**config.mk**
```make
export PLATFORM = sky130hd
export DESIGN_NAME = subsampled_frame_hash_stability
export DESIGN_NICKNAME = d
export VERILOG_FILES = /design/src/rtl/core/sfhs_pkg.sv /design/src/rtl/core/sfhs_ctrl.sv /design/src/rtl/core/sfhs_dp.sv /design/src/rtl/core/subsampled_frame_hash_stability.sv
export SDC_FILE = /design/constraint.sdc
export NUM_CORES = 1
export LEC_CHECK = 0
export BUFFER_PORTS_ARGS = -buffer_cell sky130_fd_sc_hd__buf_4
export CAP_MARGIN = 0
export CORE_AREA = 2 2 344 278
export CTS_CLUSTER_SIZE = 20
export DETAILED_ROUTE_END_ITERATION = 7
export DIE_AREA = 0 0 346 280
export GPL_TIMING_DRIVEN = 0
export PLACE_DENSITY = 0.43
export SYNTH_ARGS = -nofsm -noshare
export SYNTH_HDL_FRONTEND = slang
export SYNTH_SLANG_ARGS = --single-unit
```
**constraint.sdc**
```tcl
create_clock -name clk -period 9.56 [get_ports clk]
set_clock_uncertainty 0.15 [all_clocks]
set_input_delay 0.478 -clock clk [delete_from_list [all_inputs] [get_ports clk]]
set_output_delay 0.478 -clock clk [all_outputs]
set_load 0.02 [all_outputs]
```
**src/rtl/core/sfhs_pkg.sv**
```systemverilog
// shared types, constants and the fnv-1a byte step for the subsampled frame hash
// no dependencies
package sfhs_pkg;

  localparam int DEF_SAMPLE_STRIDE = 8;
  localparam int DEF_MAX_DIM       = 4096;

  localparam int DIM_REG_W = 13;
  localparam int DUR_W     = 16;
  localparam int CFG_W     = 16;
  localparam int CFG_IDX_W = 2;
  localparam int HASH_W    = 64;
  localparam int PIXEL_W   = 32;
  localparam int OP_W      = 2;

  localparam logic [OP_W-1:0] OP_PIXEL   = 2'd0;
  localparam logic [OP_W-1:0] OP_TICK    = 2'd1;
  localparam logic [OP_W-1:0] OP_REQUEST = 2'd2;

  localparam logic [CFG_IDX_W-1:0] CFG_FRAME_WIDTH     = 2'd0;
  localparam logic [CFG_IDX_W-1:0] CFG_FRAME_HEIGHT    = 2'd1;
  localparam logic [CFG_IDX_W-1:0] CFG_STABLE_DURATION = 2'd2;

  localparam logic [DIM_REG_W-1:0] RST_FRAME_WIDTH     = 13'd1920;
  localparam logic [DIM_REG_W-1:0] RST_FRAME_HEIGHT    = 13'd1080;
  localparam logic [DUR_W-1:0]     RST_STABLE_DURATION = 16'd1000;

  localparam logic [HASH_W-1:0] FNV_BASIS = 64'hCBF2_9CE4_8422_2325;

  typedef struct packed {
    logic [OP_W-1:0]    opcode;
    logic [PIXEL_W-1:0] pixel;
  } in_t;

  typedef struct packed {
    logic [HASH_W-1:0] frame_hash;
    logic              frame_done;
    logic              stable;
    logic              became_stable;
  } out_t;

  typedef struct packed {
    logic       load;
    logic       step;
    logic [1:0] byte_sel;
    logic       commit;
  } cmd_t;

  typedef struct packed {
    logic sample_in;
  } stat_t;

  // xor one byte, then multiply by the prime 2^40 + 2^8 + 0xb3 as shifted adds
  function automatic logic [HASH_W-1:0] fnv_byte(input logic [HASH_W-1:0] h,
                                                 input logic [7:0] b);
    logic [HASH_W-1:0] x;
    x = h ^ {{(HASH_W-8){1'b0}}, b};
    return (x << 40) + (x << 8) + (x << 7) + (x << 5) + (x << 4) + (x << 1) + x;
  endfunction

endpackage

```
**src/rtl/core/sfhs_ctrl.sv**
```systemverilog
// controller: accepts a request, steps the hash over four bytes for a sampled pixel, commits the result
// depends on sfhs_pkg
module sfhs_ctrl
  import sfhs_pkg::*;
(
  input  logic  clk,
  input  logic  rst,
  input  logic  in_valid,
  output logic  in_ready,
  output logic  out_valid,
  input  logic  out_ready,
  input  stat_t stat,
  output cmd_t  cmd
);

  typedef enum logic [1:0] {S_IDLE, S_HASH, S_FIN} state_t;

  state_t     state;
  logic [1:0] bsel;

  always_comb begin
    in_ready     = (state == S_IDLE);
    cmd.load     = in_valid && in_ready;
    cmd.step     = (state == S_HASH);
    cmd.byte_sel = bsel;
    cmd.commit   = (state == S_FIN) && (!out_valid || out_ready);
  end

  always_ff @(posedge clk) begin
    if (rst) begin
      state     <= S_IDLE;
      bsel      <= 2'd0;
      out_valid <= 1'b0;
    end else begin
      unique case (state)
        S_IDLE: begin
          bsel <= 2'd0;
          if (cmd.load) begin
            state <= stat.sample_in ? S_HASH : S_FIN;
          end
        end
        S_HASH: begin
          bsel <= bsel + 2'd1;
          if (bsel == 2'd3) begin
            state <= S_FIN;
          end
        end
        S_FIN: begin
          if (cmd.commit) begin
            state <= S_IDLE;
          end
        end
        default: state <= S_IDLE;
      endcase
      if (cmd.commit) begin
        out_valid <= 1'b1;
      end else if (out_ready) begin
        out_valid <= 1'b0;
      end
    end
  end

endmodule

```
**src/rtl/core/sfhs_dp.sv**
```systemverilog
// datapath: config registers, raster counters, running hash and stability tracking
// depends on sfhs_pkg
module sfhs_dp
  import sfhs_pkg::*;
#(
  parameter int SAMPLE_STRIDE = DEF_SAMPLE_STRIDE,
  parameter int MAX_DIM       = DEF_MAX_DIM
) (
  input  logic                 clk,
  input  logic                 rst,
  input  logic                 cfg_we,
  input  logic [CFG_IDX_W-1:0] cfg_index,
  input  logic [CFG_W-1:0]     cfg_data,
  input  in_t                  in_data,
  input  cmd_t                 cmd,
  output stat_t                stat,
  output out_t                 out_data
);

  localparam int CW  = $clog2(MAX_DIM);
  localparam int MW  = $clog2(MAX_DIM + 1);
  localparam int EW  = (MW > DIM_REG_W) ? MW : DIM_REG_W;
  localparam int SW  = (SAMPLE_STRIDE > 1) ? $clog2(SAMPLE_STRIDE) : 1;
  localparam logic [SW-1:0] PH_LAST = SW'(SAMPLE_STRIDE - 1);
  localparam logic [EW-1:0] DIM_MAX = EW'(MAX_DIM);

  logic [DIM_REG_W-1:0] frame_width, frame_height;
  logic [DUR_W-1:0]     stable_duration;

  logic [OP_W-1:0]    op_r;
  logic [PIXEL_W-1:0] pix_r;

  logic [HASH_W-1:0] running_hash, previous_hash, last_frame_hash;
  logic [CW-1:0]     column_count, row_count;
  logic [SW-1:0]     col_phase, row_phase;
  logic [DUR_W-1:0]  quiet_elapsed;
  logic              request_pending, stable_flag, seen_frame;

  logic [HASH_W-1:0] running_hash_next, previous_hash_next, last_frame_hash_next;
  logic [CW-1:0]     column_count_next, row_count_next;
  logic [SW-1:0]     col_phase_next, row_phase_next;
  logic [DUR_W-1:0]  quiet_elapsed_next;
  logic              request_pending_next, stable_flag_next, seen_frame_next;
  out_t              out_next;

  logic [EW-1:0]     w_eff, h_eff;
  logic              col_end, row_end;
  logic              do_check;
  logic [HASH_W-1:0] cmp_hash;
  logic [DUR_W-1:0]  q_base;

  function automatic logic [EW-1:0] eff_dim(input logic [DIM_REG_W-1:0] v);
    logic [EW-1:0] ve;
    ve = EW'(v);
    if (v == '0) return EW'(1);
    if (ve > DIM_MAX) return DIM_MAX;
    return ve;
  endfunction

  assign stat.sample_in = (in_data.opcode == OP_PIXEL) && (col_phase == '0)
                          && (row_phase == '0);

  always_comb begin
    w_eff   = eff_dim(frame_width);
    h_eff   = eff_dim(frame_height);
    col_end = ((EW+1)'(column_count) + (EW+1)'(1)) >= (EW+1)'(w_eff);
    row_end = ((EW+1)'(row_count) + (EW+1)'(1)) >= (EW+1)'(h_eff);

    running_hash_next    = running_hash;
    previous_hash_next   = previous_hash;
    last_frame_hash_next = last_frame_hash;
    column_count_next    = column_count;
    row_count_next       = row_count;
    col_phase_next       = col_phase;
    row_phase_next       = row_phase;
    quiet_elapsed_next   = quiet_elapsed;
    request_pending_next = request_pending;
    stable_flag_next     = stable_flag;
    seen_frame_next      = seen_frame;
    out_next             = '0;
    do_check             = 1'b0;
    cmp_hash             = last_frame_hash;
    q_base               = quiet_elapsed;

    case (op_r)
      OP_PIXEL: begin
        if (col_end) begin
          column_count_next = '0;
          col_phase_next    = '0;
          if (row_end) begin
            row_count_next       = '0;
            row_phase_next       = '0;
            out_next.frame_done  = 1'b1;
            out_next.frame_hash  = running_hash;
            last_frame_hash_next = running_hash;
            running_hash_next    = FNV_BASIS;
            seen_frame_next      = 1'b1;
            do_check             = request_pending;
            cmp_hash             = running_hash;
          end else begin
            row_count_next = row_count + CW'(1);
            row_phase_next = (row_phase == PH_LAST) ? '0 : row_phase + SW'(1);
          end
        end else begin
          column_count_next = column_count + CW'(1);
          col_phase_next    = (col_phase == PH_LAST) ? '0 : col_phase + SW'(1);
        end
      end
      OP_TICK: begin
        q_base             = (quiet_elapsed < stable_duration) ?
                             quiet_elapsed + DUR_W'(1) : stable_duration;
        quiet_elapsed_next = q_base;
        do_check           = request_pending && seen_frame;
      end
      OP_REQUEST: begin
        stable_flag_next     = 1'b0;
        request_pending_next = 1'b1;
        quiet_elapsed_next   = '0;
      end
      default: ;
    endcase

    if (do_check) begin
      if (cmp_hash != previous_hash) begin
        previous_hash_next = cmp_hash;
        quiet_elapsed_next = '0;
      end else if (q_base >= stable_duration) begin
        stable_flag_next       = 1'b1;
        request_pending_next   = 1'b0;
        out_next.became_stable = 1'b1;
      end
    end
    out_next.stable = stable_flag_next;
  end

  always_ff @(posedge clk) begin
    if (rst) begin
      frame_width     <= RST_FRAME_WIDTH;
      frame_height    <= RST_FRAME_HEIGHT;
      stable_duration <= RST_STABLE_DURATION;
      running_hash    <= FNV_BASIS;
      previous_hash   <= '0;
      last_frame_hash <= '0;
      column_count    <= '0;
      row_count       <= '0;
      col_phase       <= '0;
      row_phase       <= '0;
      quiet_elapsed   <= '0;
      request_pending <= 1'b0;
      stable_flag     <= 1'b0;
      seen_frame      <= 1'b0;
    end else begin
      if (cfg_we) begin
        unique case (cfg_index)
          CFG_FRAME_WIDTH:     frame_width     <= cfg_data[DIM_REG_W-1:0];
          CFG_FRAME_HEIGHT:    frame_height    <= cfg_data[DIM_REG_W-1:0];
          CFG_STABLE_DURATION: stable_duration <= cfg_data[DUR_W-1:0];
          default: ;
        endcase
      end
      if (cmd.step) begin
        running_hash <= fnv_byte(running_hash, pix_r[{cmd.byte_sel, 3'b000} +: 8]);
      end else if (cmd.commit) begin
        running_hash <= running_hash_next;
      end
      if (cmd.commit) begin
        previous_hash   <= previous_hash_next;
        last_frame_hash <= last_frame_hash_next;
        column_count    <= column_count_next;
        row_count       <= row_count_next;
        col_phase       <= col_phase_next;
        row_phase       <= row_phase_next;
        quiet_elapsed   <= quiet_elapsed_next;
        request_pending <= request_pending_next;
        stable_flag     <= stable_flag_next;
        seen_frame      <= seen_frame_next;
      end
    end
  end

  // payload registers
  always_ff @(posedge clk) begin
    if (cmd.load) begin
      op_r  <= in_data.opcode;
      pix_r <= in_data.pixel;
    end
    if (cmd.commit) begin
      out_data <= out_next;
    end
  end

endmodule

```
**src/rtl/core/subsampled_frame_hash_stability.sv**
```systemverilog
// top level: subsampled fnv-1a frame hash with stability detection
// result: after accept, a sampled pixel steps through S_HASH byte by byte
// (the shift-add multiply by the fnv prime), then S_FIN commits it to the output register once that is free
// a new request is accepted only in S_IDLE, after the previous result has been committed
// synchronous reset restores the default frame size and duration and clears the hash, counters and stability state
// depends on sfhs_pkg, sfhs_ctrl, sfhs_dp
module subsampled_frame_hash_stability
  import sfhs_pkg::*;
#(
  parameter int SAMPLE_STRIDE = DEF_SAMPLE_STRIDE,
  parameter int MAX_DIM       = DEF_MAX_DIM
) (
  input  logic                 clk,
  input  logic                 rst,
  input  logic                 cfg_we,
  input  logic [CFG_IDX_W-1:0] cfg_index,
  input  logic [CFG_W-1:0]     cfg_data,
  input  logic                 in_valid,
  output logic                 in_ready,
  input  in_t                  in_data,
  output logic                 out_valid,
  input  logic                 out_ready,
  output out_t                 out_data
);

  cmd_t  cmd;
  stat_t stat;

  sfhs_ctrl u_ctrl (
    .clk       (clk),
    .rst       (rst),
    .in_valid  (in_valid),
    .in_ready  (in_ready),
    .out_valid (out_valid),
    .out_ready (out_ready),
    .stat      (stat),
    .cmd       (cmd)
  );

  sfhs_dp #(
    .SAMPLE_STRIDE (SAMPLE_STRIDE),
    .MAX_DIM       (MAX_DIM)
  ) u_dp (
    .clk       (clk),
    .rst       (rst),
    .cfg_we    (cfg_we),
    .cfg_index (cfg_index),
    .cfg_data  (cfg_data),
    .in_data   (in_data),
    .cmd       (cmd),
    .stat      (stat),
    .out_data  (out_data)
  );

endmodule

```
==> results of run 1 <==
==> stage by stage <==
step	instances	utilization, %
after floorplan	2995	-
after global placement	4356	32.3
after detailed placement	4357	32.3
after CTS	4497	34.6
after global routing	4497	34.6
final	4498	34.6
==> metal layers <==
metal  GRT usage, %  routed length [um]  vias to the layer above
met5              0                   0                        -
met4           4.99                2280                        0
met3           4.15                7540                      106
met2           31.6               44100                      745
met1           34.5               54600                    11600
li1               -                   -                    10900
==> layout by cell type (no fill, tap or decap), types with 27 or more instances in the layout <==
| cell | n |
|---|---|
| nor2_1 | 191 |
| o22ai_1 | 45 |
| nand3_1 | 91 |
| dfxtp_1 | 288 |
| inv_1 | 305 |
| xor2_1 | 65 |
| a21o_1 | 54 |
| clkbuf_16 | 50 |
| o21ai_0 | 123 |
| clkbuf_1 | 109 |
| and3_1 | 43 |
| edfxtp_1 | 101 |
| nand2b_1 | 27 |
| buf_4 | 126 |
| ha_1 | 176 |
| dlygate4sd3_1 | 50 |
| nand2_1 | 352 |
| xnor2_1 | 81 |
| a21oi_1 | 231 |
| nor4_1 | 27 |
| a211oi_1 | 59 |
| fa_1 | 240 |
==> sequential cells by signal (all words and copies together) (netlist names) <==
register	flops
u_dp.row_phase	3
u_dp.stable_duration	16
u_dp.stable_flag	1
u_ctrl.state	2
u_dp.op_r	2
u_dp.pix_r	32
u_ctrl.bsel	2
u_dp.seen_frame	1
u_dp.running_hash	64
u_dp.column_count	12
u_dp.last_frame_hash	64
u_dp.frame_width	13
u_dp.row_count	12
u_dp.quiet_elapsed	16
u_dp.col_phase	3
u_dp.frame_height	13
u_dp.request_pending	1
u_dp.previous_hash	64
u_ctrl.out_valid	1
u_dp.out_data	67
==> worst max path at each step <==
stage	to	slack [ns]	cells past startpoint
2_1_floorplan	u_dp.running_hash[52]$_SDFFE_PP1P_	2.93	22
3_3_place_gp	u_dp.running_hash[44]$_SDFFE_PP1P_	0.88	22
3_5_place_dp	u_dp.running_hash[44]$_SDFFE_PP1P_	1.01	22
4_1_cts	u_dp.running_hash[44]$_SDFFE_PP1P_	0.92	22
5_1_grt	u_dp.running_hash[44]$_SDFFE_PP1P_	0.39	22
6_report	u_dp.running_hash[48]$_SDFFE_PP0P_	1.03	22
==> logic make-up (layout without fill, tap and decap cells) <==
group | count (synthesis) | in the layout | synth area share (%)
other | 0 | 1 | 0
DFF | 389 | 389 | 31.7
adders and majority gates | 417 | 417 | 25.2
AOI/OAI and AO/OA | 723 | 723 | 17.0
muxes | 26 | 26 | 1.35
xor gates and xnor gates | 146 | 146 | 4.60
buffers and inverters | 440 | 706 | 6.11
and+or+nand+nor | 854 | 854 | 14.0
==> area by class of cell <==
type,instances,area [sq um]
repair buffers,176,1470
multi-input cells,2166,17300
clock buffers,58,1310
diodes,1,2.50
fillers,9794,61300
inverters,307,1150
plain buffers,133,551
flip-flops and latches,389,8800
clock inverters,32,349
well taps,1236,1550
==> worst min-delay path, stage by stage <==
cell and delay (ns):
buf_4 0.10, a21oi_1 0.06, nor3_1 0.11
==> results.json, run 1 <==
{
  "status": "finished clean",
  "critical_path_class": "reg2reg",
  "dp_slack_ns": 1.01,
  "async_flop_share_pct": 0,
  "htreeDepth": 2,
  "worstPathMaxFanout": 10,
  "pin_count": 126,
  "post-dp-hpwl_mm": 85.5,
  "core_sq_um": 93800,
  "grt_pass1_vias": 23100,
  "cpPeakStageDelay_ns": 0.79,
  "setup_slack_ns": 1.03,
  "cts_hold_buf": 50,
  "drt-initial-drc-count": 2007,
  "yosysWarnings": 0,
  "cts.sinks": 389,
  "crit_path_cell_trace": "clkbuf_1 > mux4_2 > xnor2_1 > inv_1 > fa_1 > fa_1 > inv_1 > fa_1 > inv_1 > ha_1 > ha_1 > a21oi_1 > nand2_1 > o2111a_1 > o31ai_1 > a211oi_1 > o221ai_1 > a21oi_1 > a2111oi_0 > o31ai_1 > nand4b_1 > o211ai_1",
  "grt_overflow_total": 0,
  "synth.distinct_cells": 84,
  "synth.most_common_cell": "nand2_1",
  "fin_hold_ws_ns": 0.0284,
  "cts_tree": "built",
  "worstPathRequired_ns": 9.89,
  "min-delay-start": "in_valid",
  "worstSetupStartpoint": "u_ctrl.bsel[0]$_SDFFE_PP0P_",
  "slew_violations": 0,
  "antenna_found_initial": 4,
  "num_rows": 101,
  "dpl_cell_area_sq_um": 30300,
  "synth.area.top_cells": "dfxtp_1 (21%), fa_1 (17%), edfxtp_1 (11%), ha_1 (7.9%), nand2_1 (4.8%)",
  "synth_ff_type": "dfxtp_1",
  "syn_nets": 3468,
  "wl_mm": 109,
  "cts_setup_buffers": 0,
  "worst_ep_arrival_time_ns": 8.86,
  "areaGrowthSynthToFinish_pct": 16.8,
  "hold_viol_final": 0,
  "grt_max_degree": 43,
  "cts_buffers": 49,
  "synthTopCellsByCount": "nand2_1 (352), inv_1 (305), dfxtp_1 (288)",
  "slowest_stage": "a2111oi_0",
  "start_kind": "flip-flop",
  "synth-edff-count": 101,
  "clock_latency_ns": 0.62,
  "firstDrtPassIters": 6,
  "synth_top_area_cell": "dfxtp_1",
  "vias_per_cell": 5.20,
  "yosysSeqAreaShare_pct": 31.7,
  "postSynthAreaPerCell_sq_um": 9.28,
  "drtAntennaViolNets": 0,
  "grt_first_pass_wirelength_mm": 160,
  "slew_headroom_pct": 8.78,
  "r2r-end": "u_dp.running_hash[48]$_SDFFE_PP0P_",
  "crit_path_end_kind": "flip-flop",
  "hp-class": "in2reg",
  "start_util_pct": 29.6,
  "finalSetupViolCount": 0,
  "clk_pin_slew_ns": 0.06,
  "fmax_mhz": 117,
  "drive_above_1_share_pct": 8.31,
  "critPathTopFamily": "compound AO/OA/AOI/OAI gates",
  "die_w_um": 346,
  "min_to": "u_ctrl.state[0]$_SDFFE_PP0P_",
  "numPortBuffers": 125,
  "period_share_pct": 89.2,
  "place_congestion": 1.00,
  "fin_tns_setup_ns": 0,
  "postSynthCellCount": 2995,
  "reg2reg_from": "u_ctrl.bsel[0]$_SDFFE_PP0P_",
  "r2r_setup_slack_ns": 1.03,
  "grt_use_total_pct": 22.3,
  "wl_per_cell_um": 24.1,
  "cap_violations": 0,
  "post-route-min-period_ns": 8.53,
  "ctsResizeCount": 0,
  "rsz0062_at_grt": "no",
  "min_path_cells": 3,
  "worstRegToRegCells": 22,
  "final_cell_area_sq_um": 32500,
  "root_buffer": "clkbuf_16",
  "synth_top_cell_area_share_pct": 20.7,
  "path_buf_inv": 4,
  "num_vias": 23400,
  "drc": 0,
  "layout.nets": 3695,
  "die_area_sq_um": 96900,
  "ys_seq_elements": 389,
  "tightest_slew_ns": 1.37,
  "clk_path_buf_depth": 3,
  "dieHeight_um": 280,
  "synth_area_sq_um": 27800
}
Power of run 1 is not shown: default switching activity piles up to over one toggle a cycle in this logic, so the estimate is an artifact.
==> inputs of run 2 (changes only) <==
REMOVE_ABC_BUFFERS = 1   (was not set)
==> run 2 against run 1 <==
  * Non-clock buffer count shrank 117
  * Via count down 2.2%
  * Fmax is 1.0% lower
  * Critical path type unchanged
  * Critical endpoint is now u_dp.running_hash[44]$_SDFFE_PP1P_
==> results.json, run 2 (same netlist as run 1, synthesis figures left out) <==
{
  "grtUsageMet3_pct": 4.67,
  "grt_first_pass_wirelength_mm": 148,
  "worstRegToRegCells": 21,
  "start_util_pct": 29.6,
  "setup_slack_ns": 0.942,
  "die_w_um": 346,
  "antenna_found_initial": 7,
  "num_rows": 101,
  "cpPeakStageDelay_ns": 0.81,
  "start_kind": "flip-flop",
  "drc": 0,
  "pin_count": 126,
  "finalSetupViolCount": 0,
  "rsz0062_at_grt": "no",
  "critPathTopFamily": "compound AO/OA/AOI/OAI gates",
  "slowest_stage": "a2111oi_0",
  "hold_viol_final": 0,
  "reg2reg_from": "u_ctrl.bsel[0]$_SDFFE_PP0P_",
  "fmax_mhz": 116,
  "clk_pin_slew_ns": 0.06,
  "die_area_sq_um": 96900,
  "post-route-min-period_ns": 8.62,
  "path_buf_inv": 3,
  "worstPathRequired_ns": 9.85,
  "vias_per_cell": 5.22,
  "min_to": "u_ctrl.out_valid$_SDFFE_PP0P_",
  "grt_pass1_vias": 23100,
  "status": "finished clean",
  "regMostFlops": "u_dp.out_data",
  "final_cell_mix": "nand2_1 (351), inv_1 (303), dfxtp_1 (288)",
  "areaGrowthSynthToFinish_pct": 16.4,
  "hp-class": "in2reg",
  "drtAntennaViolNets": 0,
  "grt_overflow_total": 0,
  "use_met2_pct": 29.3,
  "core_sq_um": 93800,
  "final_common_cell": "nand2_1",
  "tightest_slew_ns": 1.36,
  "slew_headroom_pct": 8.63,
  "root_buffer": "clkbuf_16",
  "num_vias": 22900,
  "drt-initial-drc-count": 1854,
  "period_share_pct": 90.1,
  "cts_setup_buffers": 0,
  "cts_tree": "built",
  "r2r-end": "u_dp.running_hash[44]$_SDFFE_PP1P_",
  "grt_use_total_pct": 20.1,
  "worstPathMaxFanout": 11,
  "dieHeight_um": 280,
  "grt_max_degree": 125,
  "ctsResizeCount": 0,
  "cts.sinks": 389,
  "wl_mm": 98.2,
  "numPortBuffers": 125,
  "slew_violations": 0,
  "place_congestion": 0.924,
  "crit_path_end_kind": "flip-flop",
  "min-delay-start": "out_ready",
  "layout.nets": 3577,
  "dp_slack_ns": 1.07,
  "r2r_setup_slack_ns": 0.94,
  "firstDrtPassIters": 5,
  "min_path_cells": 3,
  "post-dp-hpwl_mm": 73.6,
  "cap_violations": 0,
  "clock_latency_ns": 0.64,
  "critical_path_class": "reg2reg",
  "drive_above_1_share_pct": 8.78,
  "crit_path_cell_trace": "mux4_2 > xnor2_1 > inv_1 > fa_1 > fa_1 > inv_1 > fa_1 > inv_1 > ha_1 > ha_1 > a21oi_1 > nand2_1 > o2111a_1 > o31ai_1 > a211oi_1 > o221ai_1 > a21oi_1 > a2111oi_0 > nor2_1 > xnor2_1 > a22oi_1",
  "largest_reg_flops": 67,
  "cts_hold_buf": 51,
  "htreeDepth": 2,
  "clk_path_buf_depth": 3,
  "grtUsageMet1_pct": 29.6,
  "wl_per_cell_um": 22.4,
  "worst_ep_arrival_time_ns": 8.91,
  "cts_buffers": 48,
  "grt-busiest-layer": "met1"
}
## run 2: cell types whose count changed in the layout (fill, tap and decap cells not counted), sizes merged
cell	previous run	this run
clkbuf	164	66
buf	153	141
clkinvlp	5	6
clkinv	17	11
inv	311	310
dlygate4sd3	50	51
bufinv	6	4
## run 2: layout make-up
| class | count | area (sq um) |
|---|---|---|
| well taps | 1236 | 1550 |
| clock buffers | 66 | 1370 |
| clock inverters | 24 | 264 |
| flip-flops and latches | 389 | 8800 |
| fillers | 9598 | 61400 |
| multi-input cells | 2166 | 17400 |
| diodes | 1 | 2.50 |
| inverters | 307 | 1150 |
| repair buffers | 192 | 1820 |
## run 2: worst max path at each step
stage	from	endpoint	cells past startpoint
after floorplan	u_dp.row_count[0]$_SDFFE_PP0P_	u_dp.previous_hash[24]$_SDFFE_PP0P_	20
after CTS	u_ctrl.bsel[0]$_SDFFE_PP0P_	u_dp.running_hash[44]$_SDFFE_PP1P_	21
after global routing	u_ctrl.bsel[0]$_SDFFE_PP0P_	u_dp.running_hash[44]$_SDFFE_PP1P_	21
final	u_ctrl.bsel[0]$_SDFFE_PP0P_	u_dp.running_hash[44]$_SDFFE_PP1P_	21
after detailed placement	u_ctrl.bsel[0]$_SDFFE_PP0P_	u_dp.running_hash[48]$_SDFFE_PP0P_	21
after global placement	out_ready	u_dp.running_hash[62]$_SDFFE_PP1P_	11
## run 2: worst min-delay path, delay by kind of cell
kind	cells	cell delay, ns
AOI/OAI and AO/OA	1	0.09
and+or+nand+nor	1	0.18
buffers and inverters	1	0.07
## run 2: layer usage
metal	wire length, um	up-vias
met3	7460	123
met2	40800	691
met1	47700	11400
li1	-	10600
met4	2340	2
met5	13	-
## run 2: per-stage QoR
step / instances / util (%) / cell area, sq um / hold slack (ns) / TNS (ns)
after floorplan: 2862 / - / 27200 / 0.280 / 0
after global placement: 4223 / 31.7 / 29700 / 0.294 / -330.43
after detailed placement: 4239 / 32.2 / 30200 / 0.298 / 0
after CTS: 4380 / 34.5 / 32300 / 0.0470 / 0
after global routing: 4381 / 34.5 / 32300 / 0.110 / 0
final: 4381 / 34.5 / 32300 / 0.102 / 0
Power of run 2 is left out for the same reason.
==> inputs of run 3 (changes only) <==
CORE_AREA = 2 2 260 210   (was 2 2 344 278)
DIE_AREA = 0 0 262 212   (was 0 0 346 280)
PLACE_DENSITY = 0.68   (was 0.43)
==> run 3 against run 2 <==
  * Fmax grew 0.27%
  * Setup slack gained 0.024 ns
  * Sequential cell count is the same
  * Critical endpoint is now u_dp.previous_hash[42]$_SDFFE_PP0P_
  * Cell area shrank 3.2%
  * Cell count shrank 13%
==> results.json, run 3 (same netlist as run 1, synthesis figures left out) <==
{
  "cpMostUsedCell": "and3_1",
  "grt_pass1_vias": 22700,
  "dp_slack_ns": 0.642,
  "die_w_um": 262,
  "cts_buffers": 44,
  "pin_count": 126,
  "cpPeakStageDelay_ns": 1.06,
  "tightest_slew_ns": 1.40,
  "wl_mm": 88.8,
  "dp_cells": 3700,
  "grt_first_pass_wirelength_mm": 135,
  "setup_slack_ns": 0.966,
  "finalSetupViolCount": 0,
  "cts.sinks": 389,
  "grt-busiest-layer": "met1",
  "drtAntennaViolNets": 0,
  "dpl_cell_area_sq_um": 29400,
  "num_vias": 23400,
  "die_area_sq_um": 55500,
  "start_kind": "flip-flop",
  "layout.nets": 3555,
  "final_cell_area_sq_um": 31300,
  "critical_path_class": "reg2reg",
  "clk_path_buf_depth": 3,
  "grt_use_total_pct": 32.1,
  "post-dp-hpwl_mm": 65.8,
  "fin_hold_ws_ns": 0.0216,
  "firstDrtPassIters": 8,
  "largest_reg_flops": 67,
  "hold_viol_final": 0,
  "vias_per_cell": 6.12,
  "antenna_found_initial": 0,
  "dieHeight_um": 212,
  "grtUsageMet1_pct": 48.7,
  "worstPathRequired_ns": 9.90,
  "crit_path_end_kind": "flip-flop",
  "drt-initial-drc-count": 2427,
  "drive_above_1_share_pct": 8.40,
  "slew_headroom_pct": 6.46,
  "clk_pin_slew_ns": 0.06,
  "areaGrowthSynthToFinish_pct": 12.6,
  "diodes": 0,
  "regMostFlops": "u_dp.out_data",
  "slowest_stage": "a21o_1",
  "numPortBuffers": 125,
  "fmax_mhz": 116,
  "root_buffer": "clkbuf_16",
  "hp-class": "in2reg",
  "period_share_pct": 89.9,
  "core_sq_um": 53300,
  "final_common_cell": "nand2_1",
  "cts_tree": "built",
  "place_congestion": 0.977,
  "cap_violations": 0,
  "grt_max_degree": 139,
  "ctsResizeCount": 0,
  "start_util_pct": 52.2,
  "num_rows": 76,
  "use_met2_pct": 46.4,
  "rsz0062_at_grt": "no",
  "slew_violations": 0,
  "status": "finished clean",
  "fin_cells": 3820,
  "post-route-min-period_ns": 8.59,
  "crit_path_cell_trace": "ha_1 > and3_1 > and3_1 > and3_1 > and3_1 > and3_1 > ha_1 > nand3_1 > a211oi_1 > and2_1 > a21o_1 > nand2_4 > inv_2 > nand2_1 > inv_1 > a21oi_1 > o2111ai_1 > nor4_2 > a21boi_4 > nand2_1 > a221oi_1",
  "grtUsageMet3_pct": 6.60,
  "worstPathMaxFanout": 64,
  "htreeDepth": 2,
  "grt_overflow_total": 0,
  "drc": 0,
  "wl_per_cell_um": 23.3,
  "final_cell_mix": "nand2_1 (351), inv_1 (303), dfxtp_1 (288)",
  "worst_ep_arrival_time_ns": 8.94,
  "clock_latency_ns": 0.60
}
==> run 3: cell types whose count changed in the layout (fill, tap and decap cells not counted), moves of 2 or more <==
cell / delta
buf_12: -4
clkbuf_16: -6
clkbuf_8: +2
clkinvlp_2: -2
clkinvlp_4: -2
dlygate4sd3_1: -13
==> run 3: cell type report <==
type,instances,area [sq um]
clock buffers,62,1250
clock inverters,20,244
inverters,307,1150
well taps,702,878
repair buffers,174,1590
multi-input cells,2166,17400
fillers,4555,22000
flip-flops and latches,389,8800
==> run 3: critical path, delay by kind of cell (launching register included) <==
kind                     cells  cell delay (ns)
AND/OR/NAND/NOR             11             3.28
adder cells (fa/ha/maj)      2             0.55
AO/OA/AOI/OAI                6             2.93
flip-flops                   1             0.35
buffers and inverters        2             1.08
==> run 3: metal layers <==
| metal | vias up | share of wire (%) |
|---|---|---|
| met3 | 143 | 9.8 |
| li1 | 10600 | - |
| met2 | 1042 | 42 |
| met1 | 11600 | 45 |
| met4 | 0 | 2.5 |
| met5 | - | 0 |
==> run 3: what timing repair did <==
| item | in CTS | in global routing |
|---|---|---|
| buffers inserted | 0 | 0 |
| hold endpoints to repair | 38 | 0 |
| endpoints found under the setup margin | 0 | 0 |
| hold buffers | 38 | 0 |
==> run 3: worst paths after layout <==
check / end / start / slack (ns) / cells after the start
worst max-delay path: u_dp.previous_hash[42]$_SDFFE_PP0P_ / u_dp.column_count[0]$_SDFFE_PP0P_ / 0.97 / 21
worst min-delay path: u_dp.stable_duration[13]$_SDFFE_PP0P_ / cfg_data[13] / 0.02 / 3
worst max register to register: u_dp.previous_hash[42]$_SDFFE_PP0P_ / u_dp.column_count[0]$_SDFFE_PP0P_ / 0.97 / 21
worst min register to register: u_dp.stable_duration[14]$_SDFFE_PP0P_ / u_dp.stable_duration[14]$_SDFFE_PP0P_ / 0.31 / 2
==> run 3: per-stage QoR <==
| step | TNS (ns) | util [%] |
|---|---|---|
| after detailed placement | 0 | 55.2 |
| after CTS | 0 | 58.7 |
| after global routing | 0 | 58.8 |
| after floorplan | 0 | - |
| final | 0 | 58.8 |
| after global placement | -188.93 | 54.6 |
Power of run 3 is left out for the same reason.
